<file path="src/design/gbn_pkg.sv">
// ----------------------------------------------------------------------------
// gbn_pkg
// shared widths, defaults and controller/datapath handshake types for the
// greedy box non-maximum suppression block
// ----------------------------------------------------------------------------
package gbn_pkg;

    localparam int COORD_W   = 16;
    localparam int SIZE_W    = 15;
    localparam int AREA_W    = 30;
    localparam int THR_W     = 9;
    localparam int INDEX_W   = 12;

    localparam int MAX_KEPT_DEF  = 64;
    localparam int MAX_BOXES_DEF = 4096;

    localparam logic [THR_W-1:0] THR_RESET = 9'd102;

    // one stored kept box
    typedef struct packed {
        logic signed [COORD_W-1:0] left;
        logic signed [COORD_W-1:0] top;
        logic [SIZE_W-1:0]         width;
        logic [SIZE_W-1:0]         height;
        logic [AREA_W-1:0]         area;
    } kept_entry_t;

    // controller to datapath
    typedef struct packed {
        logic load;
        logic issue;
        logic finish;
    } gbn_cmd_t;

    // datapath to controller
    typedef struct packed {
        logic scan_end;
        logic pipe_busy;
        logic out_free;
    } gbn_stat_t;

endpackage

</file>
<file path="src/design/gbn_ctrl.sv">
// ----------------------------------------------------------------------------
// gbn_ctrl
// sequencer: take a box, scan the kept store, drain the compare pipeline,
// then post the result
// ----------------------------------------------------------------------------
module gbn_ctrl (
    input  logic              clk,
    input  logic              rst_n,
    input  logic              in_valid,
    output logic              in_ready,
    input  gbn_pkg::gbn_stat_t stat,
    output gbn_pkg::gbn_cmd_t  cmd
);
    import gbn_pkg::*;

    localparam logic [1:0] S_IDLE  = 2'd0;
    localparam logic [1:0] S_SCAN  = 2'd1;
    localparam logic [1:0] S_DRAIN = 2'd2;
    localparam logic [1:0] S_DONE  = 2'd3;

    logic [1:0] state_reg;
    logic [1:0] state_next;

    always_ff @(posedge clk or negedge rst_n)
    begin
        if (!rst_n)
        begin
            state_reg <= S_IDLE;
        end
        else
        begin
            state_reg <= state_next;
        end
    end

    always_comb
    begin
        state_next = state_reg;
        in_ready   = 1'b0;
        cmd        = '0;
        case (state_reg)
            S_IDLE:
            begin
                in_ready = 1'b1;
                if (in_valid)
                begin
                    cmd.load   = 1'b1;
                    state_next = S_SCAN;
                end
            end
            S_SCAN:
            begin
                if (stat.scan_end)
                begin
                    state_next = S_DRAIN;
                end
                else
                begin
                    cmd.issue = 1'b1;
                end
            end
            S_DRAIN:
            begin
                if (!stat.pipe_busy)
                begin
                    state_next = S_DONE;
                end
            end
            S_DONE:
            begin
                if (stat.out_free)
                begin
                    cmd.finish = 1'b1;
                    state_next = S_IDLE;
                end
            end
            default:
            begin
                state_next = S_IDLE;
            end
        endcase
    end

endmodule

</file>
<file path="config.mk">
export PLATFORM = sky130hd
export DESIGN_NAME = gbn_ctrl
export DESIGN_NICKNAME = d
export VERILOG_FILES = /design/src/design/gbn_pkg.sv /design/src/design/gbn_ctrl.sv
export SDC_FILE = /design/constraint.sdc
export NUM_CORES = 1
export LEC_CHECK = 0
export BUFFER_PORTS_ARGS = -buffer_cell sky130_fd_sc_hd__buf_2
export CORE_AREA = 2 2 39 41
export DETAILED_ROUTE_END_ITERATION = 12
export DIE_AREA = 0 0 41 43
export HOLD_SLACK_MARGIN = 0.12
export SYNTH_ARGS = -nofsm -noshare
export SYNTH_HDL_FRONTEND = slang
export SYNTH_SLANG_ARGS = --single-unit
</file>
<file path="constraint.sdc">
create_clock -name clk -period 2.1 [get_ports clk]
set_input_delay 0.105 -clock clk [delete_from_list [all_inputs] [get_ports clk]]
set_output_delay 0.105 -clock clk [all_outputs]
set_load 0.005 [all_outputs]
</file>
# After elaboration in Yosys (flattened, before gate mapping)
# Index checks and enable logic that the tools add are counted.
[word_totals]
register_bits = 2
input_bits = 6
[classes]
n_eq_ne = 7
muxes = 12
reduce_logical = 2
[ops]
columns = ["operator", "count"]
rows = [
  ["two-way mux 2 bit", 4],
  ["!= test 2 bit (second input constant)", 4],
  ["one-hot mux 2 bit (4 select lines)", 1],
  ["two-way mux 1 bit", 7],
  ["equality test 2 bit (second input constant)", 2],
  ["AND reduction 4 bit", 1],
  ["equality test 2 x 1 -> 1 bit (second input constant)", 1],
  ["zero test 2 bit", 1],
]

# Logic depth before layout (Yosys ltp)
# Gate-level depths: netlist of the first run.
[depth]
word_depth = 3
mapped_depth = 5
depth_no_buf = 5

# Worst setup path before layout of the first run
# Ideal clock, no wire load.
[synth_timing]
path_type = "register to register"
from = "reg state_reg[0]"
to = "reg state_reg[1]"
t_arrival_ps = 1171
t_required_ps = 1975
slack_ps = 804
stages_incl_launch_ff = 6
synth_period_minus_slack_ps = 1296
cell_sequence = "dfrtp_1 inv_1 ha_1 nand2b_4 nand4_4 mux2_4"
[synth_via]
elab_chain_len = 3
word_cells_on_any_way = 10
cone_classes = "eq/ne (7); mux (1); reduce/logical (2)"
[synth_rtl]
columns = ["item", "line", "text"]
rows = [
  ["start, declared", "gbn_ctrl.sv:21", "logic [1:0] state_reg;"],
  ["start signal, assigned", "gbn_ctrl.sv:32", "state_reg <= state_next;"],
  ["equality test 2 x 1 -> 1 bit, or another cell as far along", "gbn_ctrl.sv:41", "case (state_reg)"],
  ["!= test 2 bit (no source line)", "-", ""],
  ["AND reduction 4 bit (no source line)", "-", ""],
]
# Several ways; a longest one is shown, not always the timed one.
# A chain may end at the register's enable or synchronous reset.

# Final worst setup path of the first run
# Same ends and word-level chain as after synthesis.

==> results of run 1 <==
## placed cells by master (no fill, tap or decap)
master | synthesis | routed
mux2_4 | 1 | 1
nand2b_4 | 3 | 3
buf_2 | 0 | 9
a21boi_0 | 1 | 1
ha_1 | 5 | 5
and2_1 | 1 | 1
clkbuf_4 | 0 | 3
dfrtp_1 | 2 | 2
nand4_1 | 1 | 1
inv_1 | 3 | 3
and2_2 | 1 | 1
nor2_1 | 1 | 1
nand2_2 | 1 | 1
nand4_4 | 1 | 1
dlygate4sd3_1 | 0 | 1
## power breakdown
part / switching (mW) / internal (mW)
clock network: 0.0254 / 0.0634
registers: 0.0205 / 0.0615
logic: 0.130 / 0.147
## critical path, cell delays in order, from the launching register on
cell and delay (ns):
dfrtp_1 0.39, inv_1 0.13, ha_1 0.24, nand2b_4 0.08, nand4_4 0.10, mux2_4 0.30
## cell type report
type                            instances  area share
Inverter                                3      0.0335
Sequential cell                         2       0.149
Clock buffer                            3      0.0669
Multi-Input combinational cell         16       0.528
Timing Repair Buffer                   10       0.164
Tap cell                               16      0.0595
## logic make-up after synthesis
group,count (synthesis)
AOI/OAI and AO/OA,1
buffers and inverters,3
adders and majority gates,5
muxes,1
DFF,2
and+or+nand+nor,9
## stage by stage
stage / utilization / setup WS, ns / hold slack [ns] / total power, mW / instances
floorplan: - / 0.804 / -0.191 / 0.298 / 21
global placement: 0.220 / 0.759 / -0.108 / 0.353 / 46
detailed placement: 0.220 / 0.723 / -0.110 / 0.363 / 46
CTS: 0.243 / 0.710 / 0.196 / 0.458 / 50
global route: 0.243 / 0.652 / 0.203 / 0.496 / 50
finish: 0.243 / 0.741 / 0.192 / 0.448 / 50
## worst paths after layout
check	start	endpoint	slack, ns	cells past startpoint
hold reg to reg	state_reg[1]$_DFFE_PN0P_	state_reg[1]$_DFFE_PN0P_	0.59	1
max in group asynchronous	rst_n	state_reg[1]$_DFFE_PN0P_	1.81	2
setup / recovery	state_reg[0]$_DFFE_PN0P_	state_reg[1]$_DFFE_PN0P_	0.74	5
hold / removal	rst_n	state_reg[0]$_DFFE_PN0P_	0.19	2
min in group clk	stat[1]	state_reg[0]$_DFFE_PN0P_	0.24	4
setup reg to reg	state_reg[0]$_DFFE_PN0P_	state_reg[1]$_DFFE_PN0P_	0.74	5
## per-layer routing
metal / routed length, µm / GRT usage
met4: 0 / 0.100
met3: 9 / 0.0314
met2: 239 / 0.0625
met5: 0 / 0
met1: 169 / 0.0806
==> results.ini, run 1 <==
[timing]
tns_ns=0
setup_viol=0
fmax_mhz=736
grt_setup_unrepaired=no
fin_skew_ns=0.00481
slew_headroom=0.901
finalCriticalPeriod_ns=1.36
fin_crit_sh=0.647
tightestPinTransition_ns=0.147
hold_viol_final=0
finalMaxSlewViolations=0

[yosys]
synth_seq_cells=2
ys.flop_type=dfrtp_1
seq_area_frac_synth=0.209
syn_inst=21
synth_edf_count=0
synth-xor-area-share=0
synth_warnings=0
yosysMostFrequentCell=ha_1
syn_area_um2=239
synth_compound_area_frac=0.0314
synth_top_area_frac=0.262
syn_nets=32
yosysTopAreaCell=ha_1
yosys.area_share.adder=0.262
synth_top_family_by_area=simple AND/OR/NAND/NOR gates
synth.distinct_cells=12
yosys.area_share.simple=0.387
synth.top_cells.by_count=ha_1 (5), inv_1 (3), nand2b_4 (3)
yosys-mux-area-fraction=0.0628
avgSynthCellArea_um2=11.4
synth.area.top_cells=ha_1 (26%), dfrtp_1 (21%), nand2b_4 (17%), nand4_4 (8.9%), mux2_4 (6.3%)
synthArstFlopShare=1.00

[die]
io_pins=10
start_util=0.173
die_w_um=41
core_area_mm2=0.00138
dieArea_mm2=0.00176
die_h_um=43
row_count=14

[routing]
drt_iter0_drc=1
routed_via_density=3.70
num_vias=185
dr.pass1.iters=2
detail-route-antenna-nets=0
post_drt_wl_per_cell_um=8.36
drt-total-wl_um=418
route.detailed.drc=0

[cts]
clk_latency_ns=0.23
postCtsHoldBufs=1
clock_sinks=2
cts-root-buf=clkbuf_4
path_clk_slew_ns=0.03
cts_htree_levels=1
cts_setup_buffers=0
ctsResizeCount=0
cts_tree=yes
cts_buffers=3
clock_path_buffers=2

[setup_path]
cp_max_fo=4
crit_type=register to register
end_kind=register
crit_path_start_kind=register
cp.arrival_ns=1.46
cp_data_required_time_ns=2.20

[pwr]
vdd_ir_drop_max_uv=307
leakagePower_nw=0.191
power_density_mw_per_mm2=1330

[global_route]
grt_use_total=0.0663
overflow=0
grt_max_degree=5
grt_pass1_vias=175
grt_pass1_wl_um=662
antenna_found_initial=0

[final_layout]
fin_area_um2=337
fillers=151
syn2layout_area_growth_pct=40.8
drive_gt1_frac=0.559
multiInputGateArea_um2=178
insertedDiodeCount=0
ff_latch_area_um2=50.0
largest_register_ffs=2
nets=47

[outcome]
outcome=complete, no violations

[placement]
portBuffers=9
dpl_cell_area_um2=304
hpwl_um=337
gp_congestion=0.724

[flow_run]
cap_violations=0

[min_path]
hold_path_class=input port to async pin

Power figures use the tool's default switching activity.
==> run 2: changes to the inputs <==
Clock period 2.1 ns to 1.4 ns, I/O delays scaled along.
==> run 2 against run 1 <==
Global-route usage down 0.81 points. Non-clock buffer count did not move. Largest cell class unchanged. Fmax increased by 2.0%. Via count grew 2.7%. Core utilization grew 0.18 points. Largest power group unchanged. Power rose by 50%. Clock power up 49%. Die area did not move.
==> results.ini, run 2 (synthesized netlist as in run 1, its figures left out) <==
[routing]
drt_iter0_drc=0  ; was 1
dr.pass1.iters=1  ; was 2
route.detailed.drc=0  ; unchanged
num_vias=190  ; was 185
detail-route-antenna-nets=0  ; unchanged
post_drt_wl_per_cell_um=7.58  ; was 8.36 µm
drt-total-wl_um=379  ; was 418 µm
routed_via_density=3.80  ; was 3.70

[die]
die_h_um=43  ; unchanged
io_pins=10  ; unchanged
core_area_mm2=0.00138  ; unchanged
start_util=0.173  ; unchanged
row_count=14  ; unchanged
die_w_um=41  ; unchanged
dieArea_mm2=0.00176  ; unchanged

[setup_path]
worstSetupStartpoint=state_reg[1]$_DFFE_PN0P_  ; was state_reg[0]$_DFFE_PN0P_
cp_data_required_time_ns=1.51  ; was 2.20 ns
end_kind=register  ; unchanged
worstRegToRegCells=5  ; unchanged
crit_path_start_kind=register  ; unchanged
cp.arrival_ns=1.44  ; was 1.46 ns
cp_max_fo=4  ; unchanged
reg2reg_from=state_reg[1]$_DFFE_PN0P_  ; was state_reg[0]$_DFFE_PN0P_
reg2reg_slack_ns=0.07  ; was 0.74 ns
r2r_end=state_reg[1]$_DFFE_PN0P_  ; unchanged
crit_type=register to register  ; unchanged
endpoint=state_reg[1]$_DFFE_PN0P_  ; unchanged

[cts]
cts-root-buf=clkbuf_4  ; unchanged
clk_latency_ns=0.23  ; about the same
cts_buffers=3  ; unchanged
path_clk_slew_ns=0.03  ; about the same
cts_setup_buffers=0  ; unchanged
clock_path_buffers=2  ; unchanged
clock_sinks=2  ; unchanged
cts_htree_levels=1  ; unchanged
cts_tree=yes  ; unchanged

[timing]
grt_setup_unrepaired=no  ; unchanged
tightestPinTransition_ns=0.146  ; was 0.147 ns
tns_ns=0  ; unchanged
finalCriticalPeriod_ns=1.33  ; was 1.36 ns
fin_skew_ns=0.000761  ; was 0.00481 ns
setup_viol=0  ; unchanged
slew_headroom=0.902  ; was 0.901
finalMaxSlewViolations=0  ; unchanged
fin_crit_sh=0.952  ; was 0.647
fmax_mhz=750  ; was 736 MHz
hold_viol_final=0  ; unchanged

[final_layout]
most-common-layout-cells=buf_2 (9), ha_1 (4), nand2b_4 (3), clkbuf_4 (3)  ; was buf_2 (9), ha_1 (5), inv_1 (3), nand2b_4 (3), clkbuf_4 (3)
syn2layout_area_growth_pct=41.9  ; was 40.8%
fin_area_um2=339  ; was 337 µm²
insertedDiodeCount=0  ; unchanged
layout.cells.non_filler=50  ; unchanged
nets=47  ; unchanged
largest_register_ffs=2  ; unchanged
final_common_cell=buf_2  ; unchanged
drive_gt1_frac=0.618  ; was 0.559

[global_route]
grt_pass1_vias=175  ; unchanged
grt_max_degree=5  ; unchanged
grt_pass1_wl_um=572  ; was 662 µm
overflow=0  ; unchanged
grt_use_total=0.0582  ; was 0.0663
antenna_found_initial=0  ; unchanged

[placement]
portBuffers=9  ; unchanged
hpwl_um=316  ; was 337 µm
dp.cells=46  ; unchanged
gp_congestion=0.693  ; was 0.724
dpl_cell_area_um2=304  ; unchanged

[flow_run]
cap_violations=0  ; unchanged

[pwr]
leakagePower_nw=0.189  ; was 0.191 nW
vdd_ir_drop_max_uv=344  ; was 307 µV
power_density_mw_per_mm2=1980  ; was 1330 mW/mm²

[outcome]
outcome=complete, no violations  ; unchanged

[min_path]
hold_path_class=input port to async pin  ; unchanged

## run 2: cell type report
class / count / area (µm²)
Tap cell: 16 / 20.0
Multi-Input combinational cell: 16 / 180
Sequential cell: 2 / 50.0
Clock buffer: 3 / 22.5
Fill cell: 157 / 1040
Timing Repair Buffer: 10 / 55.1
Inverter: 3 / 11.3
## run 2: repair_timing
action                                  CTS  global route
resized for setup                         0             2
hold buffers                              1             0
endpoints found under the setup margin    0             1
hold endpoints to repair                  2             0
## run 2: how the worst min path moves through the flow
stage,to,cells after the start,slack [ns]
after floorplan,state_reg[0]$_DFFE_PN0P_,0,-0.23
after global placement,state_reg[0]$_DFFE_PN0P_,1,-0.15
after detailed placement,state_reg[1]$_DFFE_PN0P_,1,-0.14
after CTS,state_reg[0]$_DFFE_PN0P_,2,0.16
after global routing,state_reg[0]$_DFFE_PN0P_,2,0.17
final,state_reg[0]$_DFFE_PN0P_,2,0.16
## run 2: through the flow
stage	util	worst slack (ns)	hold WS, ns	power, mW
global placement	0.220	0.0508	-0.146	0.532
global route	0.245	0.00150	0.175	0.731
finish	0.245	0.0669	0.159	0.671
detailed placement	0.220	0.0418	-0.144	0.537
floorplan	-	0.104	-0.226	0.448
CTS	0.243	0.0352	0.165	0.677
## run 2: power by group
part | internal (mW) | total (mW) | switching [mW] | leakage (nW)
clock | 0.0949 | 0.132 | 0.0371 | 0.0138
sequential | 0.0922 | 0.125 | 0.0328 | 0.0233
combinational | 0.225 | 0.414 | 0.189 | 0.152
total | 0.412 | 0.671 | 0.259 | 0.189
## run 2: layer usage
layer / share of wire / track usage / routed length, µm
met4: 0.055 / 0.100 / 21
met1: 0.36 / 0.0354 / 137
met2: 0.56 / 0.0813 / 211
met5: 0 / 0 / 0
met3: 0.024 / 0.0314 / 9
## run 2: critical path: stages, from the launching register on
cell,delay (ns)
dfrtp_1,0.41
inv_1,0.13
ha_2,0.22
nand2b_4,0.07
nand4_4,0.10
mux2_4,0.30
==> run 3: changes to the inputs <==
Settings changed: PLACE_DENSITY_LB_ADDON from default to 0.05.
==> run 3 against run 2 <==
Core utilization is the same. Via count increased by 1.1%. Critical endpoint unchanged. Sequential power up 3%. Combinational power is 1% higher. Power increased by 0.50%. Clock power down 5%. Fmax is 2.5% higher. Global-route usage increased by 0.69 points. Worst setup slack gained 0.033 ns.
==> results.ini, run 3 (synthesized netlist as in run 1, its figures left out) <==
[final_layout]
layout.cells.non_filler=50  ; unchanged
syn2layout_area_growth_pct=41.9  ; unchanged
final_common_cell=buf_2  ; unchanged
largest_register_ffs=2  ; unchanged
fin_area_um2=339  ; unchanged
most-common-layout-cells=buf_2 (9), ha_1 (4), nand2b_4 (3), clkbuf_4 (3)  ; unchanged
fillers=150  ; was 157
drive_gt1_frac=0.647  ; was 0.618
insertedDiodeCount=0  ; unchanged
nets=47  ; unchanged

[timing]
grt_setup_unrepaired=no  ; unchanged
fin_skew_ns=0.00143  ; was 0.000761 ns
whs_ns=0.160  ; was 0.159 ns
setup_viol=0  ; unchanged
tightestPinTransition_ns=0.148  ; was 0.146 ns
tns_ns=0  ; unchanged
finalMaxSlewViolations=0  ; unchanged
finalCriticalPeriod_ns=1.30  ; was 1.33 ns
fin_crit_sh=0.929  ; was 0.952
hold_viol_final=0  ; unchanged
slew_headroom=0.900  ; was 0.902
fmax_mhz=769  ; was 750 MHz

[global_route]
grt_pass1_vias=202  ; was 175
antenna_found_initial=0  ; unchanged
grt_pass1_wl_um=759  ; was 572 µm
grt_use_total=0.0651  ; was 0.0582
grt_max_degree=5  ; unchanged
overflow=0  ; unchanged

[cts]
clock_path_buffers=2  ; unchanged
cts_setup_buffers=0  ; unchanged
cts-root-buf=clkbuf_4  ; unchanged
cts_htree_levels=1  ; unchanged
path_clk_slew_ns=0.03  ; about the same
cts_buffers=3  ; unchanged
clock_sinks=2  ; unchanged
clk_latency_ns=0.22  ; was 0.23 ns
cts_tree=yes  ; unchanged

[setup_path]
worst_path_max_delay_cell=dfrtp_1  ; unchanged
crit_chain=inv_2 > ha_2 > nand2b_4 > nand4_4 > mux2_4  ; was inv_1 > ha_2 > nand2b_4 > nand4_4 > mux2_4
critPathMaxStageDelay_ns=0.40  ; was 0.41 ns
reg2reg_slack_ns=0.1  ; was 0.07 ns
worstRegToRegCells=5  ; unchanged
r2r_end=state_reg[1]$_DFFE_PN0P_  ; unchanged
cp.arrival_ns=1.40  ; was 1.44 ns
crit_path_start_kind=register  ; unchanged
cp_max_fo=4  ; unchanged
end_kind=register  ; unchanged
reg2reg_from=state_reg[0]$_DFFE_PN0P_  ; was state_reg[1]$_DFFE_PN0P_
cp_top_family=flip-flops  ; unchanged
cp_data_required_time_ns=1.50  ; was 1.51 ns
crit_type=register to register  ; unchanged
critical_path_buf_inv_count=1  ; unchanged

[routing]
post_drt_wl_per_cell_um=8.26  ; was 7.58 µm
routed_via_density=3.84  ; was 3.80
dr.pass1.iters=1  ; unchanged
drt_iter0_drc=0  ; unchanged
drt-total-wl_um=413  ; was 379 µm
num_vias=192  ; was 190
route.detailed.drc=0  ; unchanged
detail-route-antenna-nets=0  ; unchanged

[die]
core_area_mm2=0.00138  ; unchanged
io_pins=10  ; unchanged
row_count=14  ; unchanged
die_h_um=43  ; unchanged
start_util=0.173  ; unchanged
die_w_um=41  ; unchanged
dieArea_mm2=0.00176  ; unchanged

[outcome]
outcome=complete, no violations  ; unchanged

[pwr]
power_density_mw_per_mm2=1990  ; was 1980 mW/mm²
vdd_ir_drop_max_uv=521  ; was 344 µV
fin_total_pwr_mw=0.674  ; was 0.671 mW
leakagePower_nw=0.188  ; was 0.189 nW

[placement]
hpwl_um=367  ; was 316 µm
gp_congestion=0.674  ; was 0.693
dp.cells=46  ; unchanged
portBuffers=9  ; unchanged
dpl_cell_area_um2=304  ; unchanged

[flow_run]
cap_violations=0  ; unchanged

[min_path]
hold_path_class=input port to async pin  ; unchanged

run 3: worst max-delay path by stage:
stage                             start                  endpoint  slack [ns]  depth (start not counted)
3_3_place_gp   state_reg[0]$_DFFE_PN0P_  state_reg[1]$_DFFE_PN0P_        0.01                          5
6_report       state_reg[0]$_DFFE_PN0P_  state_reg[1]$_DFFE_PN0P_         0.1                          5
4_1_cts        state_reg[0]$_DFFE_PN0P_  state_reg[1]$_DFFE_PN0P_        0.01                          5
2_1_floorplan  state_reg[0]$_DFFE_PN0P_  state_reg[1]$_DFFE_PN0P_        0.10                          5
3_5_place_dp   state_reg[0]$_DFFE_PN0P_  state_reg[1]$_DFFE_PN0P_        0.02                          5
5_1_grt        state_reg[1]$_DFFE_PN0P_  state_reg[1]$_DFFE_PN0P_        0.02                          5
run 3: cell type report:
| type | instances | area (µm²) | share of cell area |
|---|---|---|---|
| Clock buffer | 3 | 22.5 | 0.0664 |
| Inverter | 3 | 11.3 | 0.0332 |
| Multi-Input combinational cell | 16 | 180 | 0.531 |
| Sequential cell | 2 | 50.0 | 0.148 |
| Tap cell | 16 | 20.0 | 0.0590 |
| Timing Repair Buffer | 10 | 55.1 | 0.162 |
run 3: per-layer routing:
metal | up-vias | GRT usage | routed length, µm
li1 | 96 | - | -
met4 | 0 | 0.0600 | 17
met2 | 7 | 0.0938 | 215
met1 | 87 | 0.0831 | 165
met3 | 2 | 0 | 15
met5 | - | 0 | 0
run 3: through the flow:
| stage | worst slack, ns | util |
|---|---|---|
| 5_1_grt | 0.0243 | 0.245 |
| 3_3_place_gp | 0.0111 | 0.220 |
| 3_5_place_dp | 0.0182 | 0.220 |
| 2_1_floorplan | 0.104 | - |
| 4_1_cts | 0.0118 | 0.243 |
| 6_report | 0.0999 | 0.245 |
run 3: worst register-to-register path, cell delays in order, from the launching register on:
cell,delay [ns]
dfrtp_1,0.40
inv_2,0.10
ha_2,0.22
nand2b_4,0.07
nand4_4,0.10
mux2_4,0.29
run 3: power breakdown:
group	internal [mW]	leakage [nW]	switching (mW)	total, mW
clock network	0.0943	0.0138	0.0309	0.125
registers	0.0922	0.0233	0.0371	0.129
logic	0.228	0.150	0.192	0.420
total	0.414	0.188	0.260	0.674
run 3: repair_timing:
item | CTS | global route
hold endpoints to repair | 2 | 0
hold buffers | 1 | 0
gates resized for setup | 0 | 3
setup endpoints to repair | 0 | 2
